[src/hdl/pcam_pkg.sv]
`timescale 1ns / 1ps
// ----------------------------------------------------------------------------
// pcam_pkg
// Shared types and codes of the poll/command ARQ master: item and result
// layouts, event and command codes, link modes and configuration indexes.
// ----------------------------------------------------------------------------
package pcam_pkg;

  localparam int CNT_W = 20;
  localparam int SEQ_W = 32;
  localparam logic [CNT_W-1:0] CNT_MAX = {CNT_W{1'b1}};

  // Input command codes
  localparam logic [1:0] CMD_TICK = 2'd0;
  localparam logic [1:0] CMD_DATA = 2'd1;
  localparam logic [1:0] CMD_ACK  = 2'd2;
  localparam logic [1:0] CMD_NEW  = 2'd3;

  // Configuration register indexes
  localparam logic [1:0] CFG_POLL_INTERVAL = 2'd0;
  localparam logic [1:0] CFG_DATA_WAIT     = 2'd1;
  localparam logic [1:0] CFG_ACK_WAIT      = 2'd2;
  localparam logic [1:0] CFG_ATTEMPTS      = 2'd3;

  // Reset values of the configuration registers
  localparam logic [CNT_W-1:0] RST_POLL_INTERVAL = 20'd30000;
  localparam logic [CNT_W-1:0] RST_DATA_WAIT     = 20'd3000;
  localparam logic [CNT_W-1:0] RST_ACK_WAIT      = 20'd3000;
  localparam logic [3:0]       RST_ATTEMPTS      = 4'd3;

  // Result event codes
  typedef enum logic [3:0] {
    EV_SEND_REQ    = 4'd0,
    EV_SEND_CMD    = 4'd1,
    EV_DATA_ACC    = 4'd2,
    EV_DATA_IGN    = 4'd3,
    EV_PAYLOAD_BAD = 4'd4,
    EV_ACK_MATCH   = 4'd5,
    EV_ACK_IGN     = 4'd6,
    EV_DATA_TMO    = 4'd7,
    EV_CMD_FAIL    = 4'd8,
    EV_CMD_REFUSED = 4'd9
  } event_t;

  // Link state, one-hot
  typedef enum logic [2:0] {
    M_IDLE      = 3'b001,
    M_WAIT_DATA = 3'b010,
    M_WAIT_ACK  = 3'b100
  } mode_t;

  typedef struct packed {
    logic [1:0]       cmd;
    logic [SEQ_W-1:0] seq_in;
    logic             payload_ok;
    logic [7:0]       zone_in;
    logic             irrigate_in;
  } item_t;

  typedef struct packed {
    logic [3:0]       event_res;
    logic [SEQ_W-1:0] seq_out;
    logic [7:0]       zone_out;
    logic             irrigate_out;
    logic [3:0]       attempt;
    logic             last;
  } res_t;

  typedef struct packed {
    logic [CNT_W-1:0] poll_interval;
    logic [CNT_W-1:0] data_wait_limit;
    logic [CNT_W-1:0] ack_wait_limit;
    logic [3:0]       attempt_limit;
  } cfg_t;

  // Results produced by one processed item
  typedef struct packed {
    logic [1:0] n;
    res_t       r0;
    res_t       r1;
  } push_t;

  typedef struct packed {
    logic hold_valid;
    logic go;
  } core_stat_t;

  typedef struct packed {
    logic space_ok;
    logic empty;
  } fifo_stat_t;

endpackage

[src/hdl/pcam_ifs.sv]
`timescale 1ns / 1ps
// ----------------------------------------------------------------------------
// pcam channel interfaces
// Valid/ready channels for input items and result items.
// ----------------------------------------------------------------------------
interface pcam_in_if;
  logic        valid;
  logic        ready;
  logic [1:0]  cmd;
  logic [31:0] seq_in;
  logic        payload_ok;
  logic [7:0]  zone_in;
  logic        irrigate_in;

  modport source (output valid, cmd, seq_in, payload_ok, zone_in, irrigate_in,
                  input ready);
  modport sink   (input valid, cmd, seq_in, payload_ok, zone_in, irrigate_in,
                  output ready);
endinterface

interface pcam_out_if;
  logic        valid;
  logic        ready;
  logic [3:0]  event_res;
  logic [31:0] seq_out;
  logic [7:0]  zone_out;
  logic        irrigate_out;
  logic [3:0]  attempt;
  logic        last;

  modport source (output valid, event_res, seq_out, zone_out, irrigate_out, attempt,
                  last, input ready);
  modport sink   (input valid, event_res, seq_out, zone_out, irrigate_out, attempt,
                  last, output ready);
endinterface

[src/hdl/pcam_core.sv]
`timescale 1ns / 1ps
// ----------------------------------------------------------------------------
// pcam_core
// Input register plus the link state machine: one held item is processed
// per cycle while the result queue has room, into zero, one or two results.
// ----------------------------------------------------------------------------
module pcam_core (
  input  logic                clk,
  input  logic                rst,
  pcam_in_if.sink             in_ch,
  input  pcam_pkg::cfg_t      cfg,
  input  pcam_pkg::fifo_stat_t fstat,
  output pcam_pkg::push_t     push,
  output pcam_pkg::core_stat_t stat
);
  import pcam_pkg::*;

  // Input register
  logic  hold_valid;
  item_t hold_item;
  logic  go;

  // Link state
  mode_t            mode, mode_next;
  logic [SEQ_W-1:0] seq_counter, seq_counter_next;
  logic [3:0]       retry_count, retry_count_next;
  logic [CNT_W-1:0] wait_elapsed, wait_elapsed_next;
  logic [CNT_W-1:0] poll_elapsed, poll_elapsed_next;
  logic [7:0]       pending_zone, pending_zone_next;
  logic             pending_irrigate, pending_irrigate_next;

  res_t       res_a [2];
  logic [1:0] n;

  function automatic res_t mk_res(event_t ev, logic [SEQ_W-1:0] sq, logic [7:0] zn,
                                  logic irr, logic [3:0] att);
    res_t r;
    r.event_res    = ev;
    r.seq_out      = sq;
    r.zone_out     = zn;
    r.irrigate_out = irr;
    r.attempt      = att;
    r.last         = 1'b0;
    return r;
  endfunction

  function automatic logic [SEQ_W-1:0] seq_inc(logic [SEQ_W-1:0] s);
    logic [SEQ_W-1:0] t;
    t = s + {{(SEQ_W-1){1'b0}}, 1'b1};
    if (t == '0) t = {{(SEQ_W-1){1'b0}}, 1'b1};
    return t;
  endfunction

  assign go           = hold_valid && fstat.space_ok;
  assign in_ch.ready  = !hold_valid || go;
  assign stat.hold_valid = hold_valid;
  assign stat.go         = go;

  // Hold register for the accepted transaction
  always_ff @(posedge clk) begin
    if (rst) begin
      hold_valid <= 1'b0;
    end else if (in_ch.valid && in_ch.ready) begin
      hold_valid <= 1'b1;
    end else if (go) begin
      hold_valid <= 1'b0;
    end
    if (in_ch.valid && in_ch.ready) begin
      hold_item.cmd         <= in_ch.cmd;
      hold_item.seq_in      <= in_ch.seq_in;
      hold_item.payload_ok  <= in_ch.payload_ok;
      hold_item.zone_in     <= in_ch.zone_in;
      hold_item.irrigate_in <= in_ch.irrigate_in;
    end
  end

  // Step logic
  always_comb begin
    logic       is_wd;
    logic       is_wa;
    logic [3:0] rc_inc;
    is_wd = (mode == M_WAIT_DATA);
    is_wa = (mode == M_WAIT_ACK);
    rc_inc = retry_count + 4'd1;

    mode_next             = mode;
    seq_counter_next      = seq_counter;
    retry_count_next      = retry_count;
    wait_elapsed_next     = wait_elapsed;
    poll_elapsed_next     = poll_elapsed;
    pending_zone_next     = pending_zone;
    pending_irrigate_next = pending_irrigate;
    res_a[0] = '0;
    res_a[1] = '0;
    n = 2'd0;

    case (hold_item.cmd)
      CMD_TICK: begin
        if ((is_wd || is_wa) && wait_elapsed != CNT_MAX)
          wait_elapsed_next = wait_elapsed + 1'b1;
        if (poll_elapsed != CNT_MAX)
          poll_elapsed_next = poll_elapsed + 1'b1;
        // Wait timeouts
        if (is_wd && wait_elapsed_next >= cfg.data_wait_limit) begin
          mode_next = M_IDLE;
          res_a[0] = mk_res(EV_DATA_TMO, seq_counter, 8'd0, 1'b0, 4'd0);
          n = 2'd1;
        end else if (is_wa && wait_elapsed_next >= cfg.ack_wait_limit) begin
          if (rc_inc < cfg.attempt_limit) begin
            retry_count_next  = rc_inc;
            wait_elapsed_next = '0;
            res_a[0] = mk_res(EV_SEND_CMD, seq_counter, pending_zone, pending_irrigate,
                              rc_inc + 4'd1);
          end else begin
            retry_count_next = 4'd0;
            mode_next        = M_IDLE;
            res_a[0] = mk_res(EV_CMD_FAIL, seq_counter, pending_zone, pending_irrigate,
                              rc_inc);
          end
          n = 2'd1;
        end
        // Poll request once idle
        if (mode_next != M_WAIT_DATA && mode_next != M_WAIT_ACK &&
            poll_elapsed_next >= cfg.poll_interval) begin
          poll_elapsed_next = '0;
          seq_counter_next  = seq_inc(seq_counter);
          mode_next         = M_WAIT_DATA;
          wait_elapsed_next = '0;
          res_a[n[0]] = mk_res(EV_SEND_REQ, seq_inc(seq_counter), 8'd0, 1'b0, 4'd0);
          n = n + 2'd1;
        end
      end
      CMD_DATA: begin
        if (is_wd && hold_item.seq_in == seq_counter) begin
          if (hold_item.payload_ok) begin
            mode_next = M_IDLE;
            res_a[0] = mk_res(EV_DATA_ACC, seq_counter, 8'd0, 1'b0, 4'd0);
          end else begin
            res_a[0] = mk_res(EV_PAYLOAD_BAD, seq_counter, 8'd0, 1'b0, 4'd0);
          end
        end else begin
          res_a[0] = mk_res(EV_DATA_IGN, hold_item.seq_in, 8'd0, 1'b0, 4'd0);
        end
        n = 2'd1;
      end
      CMD_ACK: begin
        if (is_wa && hold_item.seq_in == seq_counter) begin
          res_a[0] = mk_res(EV_ACK_MATCH, seq_counter, pending_zone, pending_irrigate,
                            rc_inc);
          retry_count_next  = 4'd0;
          mode_next         = M_IDLE;
          poll_elapsed_next = '0;
        end else begin
          res_a[0] = mk_res(EV_ACK_IGN, hold_item.seq_in, 8'd0, 1'b0, 4'd0);
        end
        n = 2'd1;
      end
      default: begin
        // New command: refused while a wait is open
        if (is_wd || is_wa) begin
          res_a[0] = mk_res(EV_CMD_REFUSED, '0, hold_item.zone_in,
                            hold_item.irrigate_in, 4'd0);
        end else begin
          seq_counter_next      = seq_inc(seq_counter);
          pending_zone_next     = hold_item.zone_in;
          pending_irrigate_next = hold_item.irrigate_in;
          retry_count_next      = 4'd0;
          mode_next             = M_WAIT_ACK;
          wait_elapsed_next     = '0;
          res_a[0] = mk_res(EV_SEND_CMD, seq_inc(seq_counter), hold_item.zone_in,
                            hold_item.irrigate_in, 4'd1);
        end
        n = 2'd1;
      end
    endcase

    // Mark the final result of the transaction
    if (n == 2'd2) res_a[1].last = 1'b1;
    else if (n == 2'd1) res_a[0].last = 1'b1;
  end

  assign push.n  = go ? n : 2'd0;
  assign push.r0 = res_a[0];
  assign push.r1 = res_a[1];

  // State registers
  always_ff @(posedge clk) begin
    if (rst) begin
      mode             <= M_IDLE;
      seq_counter      <= '0;
      retry_count      <= 4'd0;
      wait_elapsed     <= '0;
      poll_elapsed     <= RST_POLL_INTERVAL;
      pending_zone     <= 8'd0;
      pending_irrigate <= 1'b0;
    end else if (go) begin
      mode             <= mode_next;
      seq_counter      <= seq_counter_next;
      retry_count      <= retry_count_next;
      wait_elapsed     <= wait_elapsed_next;
      poll_elapsed     <= poll_elapsed_next;
      pending_zone     <= pending_zone_next;
      pending_irrigate <= pending_irrigate_next;
    end
  end

endmodule

[src/hdl/pcam_res_fifo.sv]
`timescale 1ns / 1ps
// ----------------------------------------------------------------------------
// pcam_res_fifo
// Result queue: takes up to two results a cycle, pops one when out_ch.ready.
// ----------------------------------------------------------------------------
module pcam_res_fifo #(
  parameter int DEPTH = 4
) (
  input  logic                         clk,
  input  logic                         rst,
  input  pcam_pkg::push_t              push,
  pcam_out_if.source                   out_ch,
  output pcam_pkg::fifo_stat_t         fstat,
  output logic [$clog2(DEPTH+1)-1:0]   level
);
  import pcam_pkg::*;

  localparam int PW = (DEPTH > 1) ? $clog2(DEPTH) : 1;
  localparam int CW = $clog2(DEPTH+1);
  localparam logic [PW-1:0] LAST_PTR = PW'(DEPTH-1);

  res_t          entries [DEPTH];
  logic [PW-1:0] wr_ptr, rd_ptr, wr_p1;
  logic [CW-1:0] cnt;
  logic          pop;
  res_t          head;

  assign wr_p1 = (wr_ptr == LAST_PTR) ? '0 : wr_ptr + 1'b1;
  assign head  = entries[rd_ptr];
  assign pop   = out_ch.valid && out_ch.ready;

  assign out_ch.valid        = (cnt != '0);
  assign out_ch.event_res    = head.event_res;
  assign out_ch.seq_out      = head.seq_out;
  assign out_ch.zone_out     = head.zone_out;
  assign out_ch.irrigate_out = head.irrigate_out;
  assign out_ch.attempt      = head.attempt;
  assign out_ch.last         = head.last;

  assign fstat.space_ok = (cnt <= CW'(DEPTH-2));
  assign fstat.empty    = (cnt == '0);
  assign level          = cnt;

  // Storage writes
  always_ff @(posedge clk) begin
    if (push.n != 2'd0) entries[wr_ptr] <= push.r0;
    if (push.n == 2'd2) entries[wr_p1]  <= push.r1;
  end

  // Pointers and fill level
  always_ff @(posedge clk) begin
    if (rst) begin
      wr_ptr <= '0;
      rd_ptr <= '0;
      cnt    <= '0;
    end else begin
      case (push.n)
        2'd1:    wr_ptr <= wr_p1;
        2'd2:    wr_ptr <= (wr_p1 == LAST_PTR) ? '0 : wr_p1 + 1'b1;
        default: wr_ptr <= wr_ptr;
      endcase
      if (pop) rd_ptr <= (rd_ptr == LAST_PTR) ? '0 : rd_ptr + 1'b1;
      cnt <= cnt + CW'(push.n) - CW'(pop);
    end
  end

endmodule

[src/hdl/poll_command_arq_master_unit.sv]
`timescale 1ns / 1ps
// ----------------------------------------------------------------------------
// poll_command_arq_master_unit
// Stop-and-wait master of a radio link: polls for sensor data, sends
// irrigation commands with retries, matches sequence numbers of replies.
//
//   channel  dir  handshake      payload
//   in_ch    in   valid/ready    cmd, seq_in, payload_ok, zone_in, irrigate_in
//   out_ch   out  valid/ready    event_res, seq_out, zone_out, irrigate_out,
//                                attempt, last
//   cfg      in   cfg_we only    cfg_index, cfg_data
//
// One item is taken per cycle while in_ch.ready; it queues its results (a tick
// can give two) on leaving the input register; out_ch.ready pops one a cycle.
// The input register is processed only while the result queue has room for
// two entries, so a stalled out_ch fills the queue and then drops in_ch.ready.
// Synchronous active-high reset; no clearing pass, ready from the first cycle.
// ----------------------------------------------------------------------------
module poll_command_arq_master_unit #(
  parameter int RES_DEPTH = 4
) (
  input  logic        clk,
  input  logic        rst,
  pcam_in_if.sink     in_ch,
  pcam_out_if.source  out_ch,
  input  logic        cfg_we,
  input  logic [1:0]  cfg_index,
  input  logic [19:0] cfg_data
);
  import pcam_pkg::*;

  localparam int LVL_W = $clog2(RES_DEPTH+1);

  cfg_t             cfg;
  push_t            push;
  core_stat_t       core_stat;
  fifo_stat_t       fstat;
  logic [LVL_W-1:0] level;

  // Configuration registers
  always_ff @(posedge clk) begin
    if (rst) begin
      cfg.poll_interval   <= RST_POLL_INTERVAL;
      cfg.data_wait_limit <= RST_DATA_WAIT;
      cfg.ack_wait_limit  <= RST_ACK_WAIT;
      cfg.attempt_limit   <= RST_ATTEMPTS;
    end else if (cfg_we) begin
      case (cfg_index)
        CFG_POLL_INTERVAL: cfg.poll_interval   <= cfg_data;
        CFG_DATA_WAIT:     cfg.data_wait_limit <= cfg_data;
        CFG_ACK_WAIT:      cfg.ack_wait_limit  <= cfg_data;
        CFG_ATTEMPTS:      cfg.attempt_limit   <= cfg_data[3:0];
        default:           cfg.attempt_limit   <= cfg.attempt_limit;
      endcase
    end
  end

  pcam_core u_core (
    .clk   (clk),
    .rst   (rst),
    .in_ch (in_ch),
    .cfg   (cfg),
    .fstat (fstat),
    .push  (push),
    .stat  (core_stat)
  );

  pcam_res_fifo #(
    .DEPTH (RES_DEPTH)
  ) u_fifo (
    .clk    (clk),
    .rst    (rst),
    .push   (push),
    .out_ch (out_ch),
    .fstat  (fstat),
    .level  (level)
  );

`ifndef ASSERT_OFF
  // Queue never overfills
  a_level: assert property (@(posedge clk) disable iff (rst)
    level <= LVL_W'(RES_DEPTH))
    else $error("result queue overfilled");

  // A held transaction that is not processed stays held
  a_hold: assert property (@(posedge clk) disable iff (rst)
    core_stat.hold_valid && !core_stat.go |=> core_stat.hold_valid)
    else $error("held transaction lost");

  // Two results: only the second carries last
  a_last: assert property (@(posedge clk) disable iff (rst)
    push.n == 2'd2 |-> !push.r0.last && push.r1.last)
    else $error("last flag misplaced");

  // Processing only with room in the queue
  a_room: assert property (@(posedge clk) disable iff (rst)
    push.n != 2'd0 |-> core_stat.go && !(level > LVL_W'(RES_DEPTH-2)))
    else $error("push without room");
`endif

endmodule
[src/flat_wrapper.sv]
// flat-port wrapper written by rule: the top's interface ports become plain ports
module poll_command_arq_master_unit_flat import pcam_pkg::*;
#(
  parameter int RES_DEPTH = 4
)
  (clk, rst, cfg_we, cfg_index, cfg_data, in_ch_valid, in_ch_cmd, in_ch_seq_in, in_ch_payload_ok, in_ch_zone_in, in_ch_irrigate_in, in_ch_ready, out_ch_valid, out_ch_event_res, out_ch_seq_out, out_ch_zone_out, out_ch_irrigate_out, out_ch_attempt, out_ch_last, out_ch_ready);
  pcam_in_if in_ch_i ();
  pcam_out_if out_ch_i ();
  input  logic clk;
  input  logic rst;
  input  logic cfg_we;
  input  logic [1:0] cfg_index;
  input  logic [19:0] cfg_data;
  input wire logic [$bits(in_ch_i.valid)-1:0] in_ch_valid;
  input wire logic [$bits(in_ch_i.cmd)-1:0] in_ch_cmd;
  input wire logic [$bits(in_ch_i.seq_in)-1:0] in_ch_seq_in;
  input wire logic [$bits(in_ch_i.payload_ok)-1:0] in_ch_payload_ok;
  input wire logic [$bits(in_ch_i.zone_in)-1:0] in_ch_zone_in;
  input wire logic [$bits(in_ch_i.irrigate_in)-1:0] in_ch_irrigate_in;
  output wire logic [$bits(in_ch_i.ready)-1:0] in_ch_ready;
  output wire logic [$bits(out_ch_i.valid)-1:0] out_ch_valid;
  output wire logic [$bits(out_ch_i.event_res)-1:0] out_ch_event_res;
  output wire logic [$bits(out_ch_i.seq_out)-1:0] out_ch_seq_out;
  output wire logic [$bits(out_ch_i.zone_out)-1:0] out_ch_zone_out;
  output wire logic [$bits(out_ch_i.irrigate_out)-1:0] out_ch_irrigate_out;
  output wire logic [$bits(out_ch_i.attempt)-1:0] out_ch_attempt;
  output wire logic [$bits(out_ch_i.last)-1:0] out_ch_last;
  input wire logic [$bits(out_ch_i.ready)-1:0] out_ch_ready;
  assign in_ch_i.valid = in_ch_valid;
  assign in_ch_i.cmd = in_ch_cmd;
  assign in_ch_i.seq_in = in_ch_seq_in;
  assign in_ch_i.payload_ok = in_ch_payload_ok;
  assign in_ch_i.zone_in = in_ch_zone_in;
  assign in_ch_i.irrigate_in = in_ch_irrigate_in;
  assign in_ch_ready = in_ch_i.ready;
  assign out_ch_valid = out_ch_i.valid;
  assign out_ch_event_res = out_ch_i.event_res;
  assign out_ch_seq_out = out_ch_i.seq_out;
  assign out_ch_zone_out = out_ch_i.zone_out;
  assign out_ch_irrigate_out = out_ch_i.irrigate_out;
  assign out_ch_attempt = out_ch_i.attempt;
  assign out_ch_last = out_ch_i.last;
  assign out_ch_i.ready = out_ch_ready;
  poll_command_arq_master_unit #(.RES_DEPTH(RES_DEPTH)) u_core (.clk(clk), .rst(rst), .in_ch(in_ch_i), .out_ch(out_ch_i), .cfg_we(cfg_we), .cfg_index(cfg_index), .cfg_data(cfg_data));
endmodule
[config.mk]
export PLATFORM = sky130hd
export DESIGN_NAME = poll_command_arq_master_unit_flat
export DESIGN_NICKNAME = d
export VERILOG_FILES = /design/src/hdl/pcam_pkg.sv /design/src/hdl/pcam_ifs.sv /design/src/hdl/pcam_core.sv /design/src/hdl/pcam_res_fifo.sv /design/src/hdl/poll_command_arq_master_unit.sv /design/src/flat_wrapper.sv
export SDC_FILE = /design/constraint.sdc
export NUM_CORES = 1
export LEC_CHECK = 0
export BUFFER_PORTS_ARGS = -buffer_cell sky130_fd_sc_hd__buf_2
export CAP_MARGIN = 20
export CORE_ASPECT_RATIO = 1.2
export CORE_MARGIN = 2
export CORE_UTILIZATION = 32
export CTS_BUF_LIST = sky130_fd_sc_hd__clkbuf_4
export CTS_CLUSTER_SIZE = 40
export DETAILED_ROUTE_END_ITERATION = 7
export PLACE_DENSITY = 0.56
export SKIP_CTS_REPAIR_TIMING = 1
export SYNTH_ARGS = -nofsm -noshare
export SYNTH_HDL_FRONTEND = slang
export SYNTH_SLANG_ARGS = --single-unit
[constraint.sdc]
create_clock -name clk -period 16.2 [get_ports clk]
set_input_delay 4.05 -clock clk [delete_from_list [all_inputs] [get_ports clk]]
set_output_delay 4.05 -clock clk [all_outputs]
set_load 0.01 [all_outputs]
==> reports/metrics.cfg <==
[outcome]
run_status=finished, final reports clean

[setup_path]
rrSetupSlack_ns=8.08
crit_path_end_kind=flip-flop
reg2reg_depth=22
arrival_ns=8.70
reg2reg_to=u_core.u_fifo.entries[3][17]$_DFFE_PP_
crit_chain=and3_1 > nand4_1 > nor3_1 > nand3_1 > nand4_1 > nor3_1 > or2_2 > ha_1 > a21o_1 > a21oi_1 > nor2b_1 > a2111oi_0 > o21ai_1 > o31ai_4 > buf_4 > inv_2 > ha_1 > o21ai_0 > ha_1 > nand2_1 > mux2i_4 > o22ai_1
cpPeakStageDelay_ns=1.02
crit_required_ns=16.78
crit_slowest_cell=mux2i_4
cp_max_fo=33
r2r-start=u_core.u_core.poll_elapsed[3]$_SDFFE_PP0P_
timing.critical_path.mode_cell=ha_1
cp-start-kind=flip-flop
critPathKind=flip-flop to flip-flop

[die]
coreArea_um2=66800
row_count=104
ioPinCount=123
initial_core_util=0.322
fp.dieW_um=241
die_y_um=288
dieArea_um2=69300

[sta]
slew_headroom=0.260
setup_viol_count_final=0
clock-skew-final_ns=0.0787
tns_ns=0
final.period_utilization=0.501
hold_viol_final=0
clock.fmax_ghz=0.123
drv_slew=0
tightest_slew_ns=1.09
worst_slack_ns=8.08
min_period_ns=8.12
rsz0062_at_grt=false

[run]
max-cap-violations=0

[detailed_routing]
ant_nets=0
num_vias=16615
drc=0
first_iter_violations=1141
avgViaCountPerCell=5.28
totalWireLength_um=61700
wl_per_cell_um=19.6
dr.pass1.iters=6

[grt]
grt-ovfl-total=0
grt_usage=0.177
grt_max_degree=83
antenna_found_initial=2
grt_pass1_vias=16444
grt_pass1_wl_um=94500

[hold_path]
hold_path_end=u_core.cfg[25]$_SDFFE_PP0P_
min_path_type=flip-flop to flip-flop
worstHoldPathCells=2
worstHoldStart=u_core.cfg[25]$_SDFFE_PP0P_

[placement]
place_congestion=0.863
pre_cts_ws_ns=8.15
hpwl_um=41500
dp_cells=2948
io_buffers=122

[clocking]
clock-sinks=406
worstSkewPairLatency_ns=0.94
cts_tree=done
ctsLongestPathBuffers=3
h-tree-depth=3
root_buffer=clkbuf_4
path_clk_slew_ns=0.06
cts_buffers=110

[synth]
syn_inst=2044
synth_cell_type_count=80
ys_seq_elements=406
ys_warn_count=0
async_flop_share=0
yosysSeqAreaShare=0.492
synth_top_area_cell=edfxtp_1
syn_avg_cell_area_um2=10.5
yosys.area.top_type_share=0.341
synth_area_um2=21500
synth_nets=2203
synth_area_leaders=edfxtp_1 34%, dfxtp_1 15%, mux4_2 5.2%, ha_1 5.1%, xnor2_1 3.9%
synth_top_flop_cell=edfxtp_1
synth_edf_count=244

[final_layout]
fin_cells=3148
final_layout_size_suffix_gt1_frac=0.200
syn_to_final_growth_pct=13.2
finalNetCount=2323

[power]
power.density_nw_per_um2=107
leakagePower_nw=8.84
peakVddDrop_v=0.0000481

-- placed cells by master, fill, tap and decap left out, types with 50 or more instances in the layout --
cell        n
edfxtp_1  244
nand2_1   210
nor2_1    168
clkbuf_4  161
dfxtp_1   160
a21oi_1   148
buf_2     121
o22ai_1   102
inv_1      99
xnor2_1    95
ha_1       86
a22oi_1    53
mux4_2     50
-- metrics by stage --
step                       util  cell area [µm²]  power [W]  hold slack, ns
after floorplan               -            21500    0.00153           0.435
after global placement    0.342            22800    0.00170           0.441
after detailed placement  0.342            22800    0.00170           0.447
after CTS                 0.363            24200    0.00262           0.455
after global routing      0.365            24300    0.00272           0.468
final                     0.365            24300    0.00260           0.453
-- flip-flops by register name, indices dropped and copies added, names as in the netlist, named ones only --
| signal | cells |
|---|---|
| u_core.u_core.mode | 3 |
| u_core.u_core.pending_zone | 8 |
| u_core.u_core.pending_irrigate | 1 |
| u_core.u_fifo.entries | 200 |
| u_core.u_fifo.wr_ptr | 2 |
| u_core.u_fifo.level | 3 |
| u_core.u_core.poll_elapsed | 20 |
| u_core.u_core.seq_counter | 32 |
| u_core.u_fifo.rd_ptr | 2 |
| u_core.u_core.hold_item | 44 |
| u_core.u_core.retry_count | 4 |
| u_core.u_core.wait_elapsed | 20 |
| u_core.cfg | 64 |
| u_core.u_core.hold_valid | 1 |
-- power by group --
group          leakage (nW)  total (W)  internal, W  switching (W)
sequential             3.58    0.00121      0.00116      0.0000501
combinational          4.44   0.000474     0.000191       0.000283
clock                 0.829   0.000911     0.000458       0.000453
-- critical path, delay by kind of cell (launching register included) --
family          cells  cell delay [ns]
fa+ha+maj           3             0.90
buf+inv             2             0.62
simple gates        9             2.84
mux                 1             1.02
compound gates      7             1.99
flops               1             0.43
-- worst max-delay path by stage --
stage | startpoint | to | slack (ns)
4_1_cts | u_core.u_core.poll_elapsed[3]$_SDFFE_PP0P_ | u_core.u_fifo.entries[0][20]$_DFFE_PP_ | 8.11
5_1_grt | u_core.u_core.poll_elapsed[3]$_SDFFE_PP0P_ | u_core.u_fifo.entries[1][18]$_DFFE_PP_ | 7.51
3_5_place_dp | u_core.u_core.poll_elapsed[3]$_SDFFE_PP0P_ | u_core.u_fifo.entries[0][20]$_DFFE_PP_ | 8.15
2_1_floorplan | u_core.u_core.wait_elapsed[11]$_SDFFE_PP0P_ | u_core.u_fifo.entries[0][0]$_DFFE_PP_ | 7.58
6_report | u_core.u_core.poll_elapsed[3]$_SDFFE_PP0P_ | u_core.u_fifo.entries[3][17]$_DFFE_PP_ | 8.08
3_3_place_gp | u_core.u_core.poll_elapsed[3]$_SDFFE_PP0P_ | u_core.u_fifo.entries[0][33]$_DFFE_PP_ | 8.33
-- synthesized netlist by cell type, types with 50 or more instances --
| cell type | count |
|---|---|
| edfxtp_1 | 244 |
| nor2_1 | 168 |
| ha_1 | 87 |
| a22oi_1 | 53 |
| a21oi_1 | 148 |
| inv_1 | 99 |
| mux4_2 | 50 |
| xnor2_1 | 95 |
| clkbuf_1 | 81 |
| nand2_1 | 210 |
| o22ai_1 | 102 |
| dfxtp_1 | 162 |
-- final cells by class --
| cell class | count | area, µm² |
|---|---|---|
| Inverter | 101 | 379 |
| Clock buffer | 161 | 1210 |
| Clock inverter | 32 | 173 |
| Antenna cell | 2 | 5.00 |
| Fill cell | 6624 | 42400 |
| Multi-Input combinational cell | 1393 | 9960 |
| Timing Repair Buffer | 152 | 902 |
| Tap cell | 901 | 1130 |
| Sequential cell | 406 | 10600 |
-- layer usage --
metal	vias to the layer above	GRT usage	wire length, µm
met2	566	0.297	30100
met1	8116	0.225	26000
met4	0	0.0689	1740
met3	113	0.0295	3830
li1	7820	-	-
met5	-	0	0
-- kinds of logic (layout without fill, tap and decap cells) --
family	after synthesis	in the layout	synth area share
AOI/OAI and AO/OA	465	465	0.147
xor gates and xnor gates	125	125	0.0509
adders and majority gates	88	88	0.0516
buffers and inverters	245	446	0.0485
DFF	406	406	0.492
muxes	72	72	0.0656
other	0	2	0
and+or+nand+nor	643	643	0.145
Note: power is estimated with default switching activity, not from simulation.
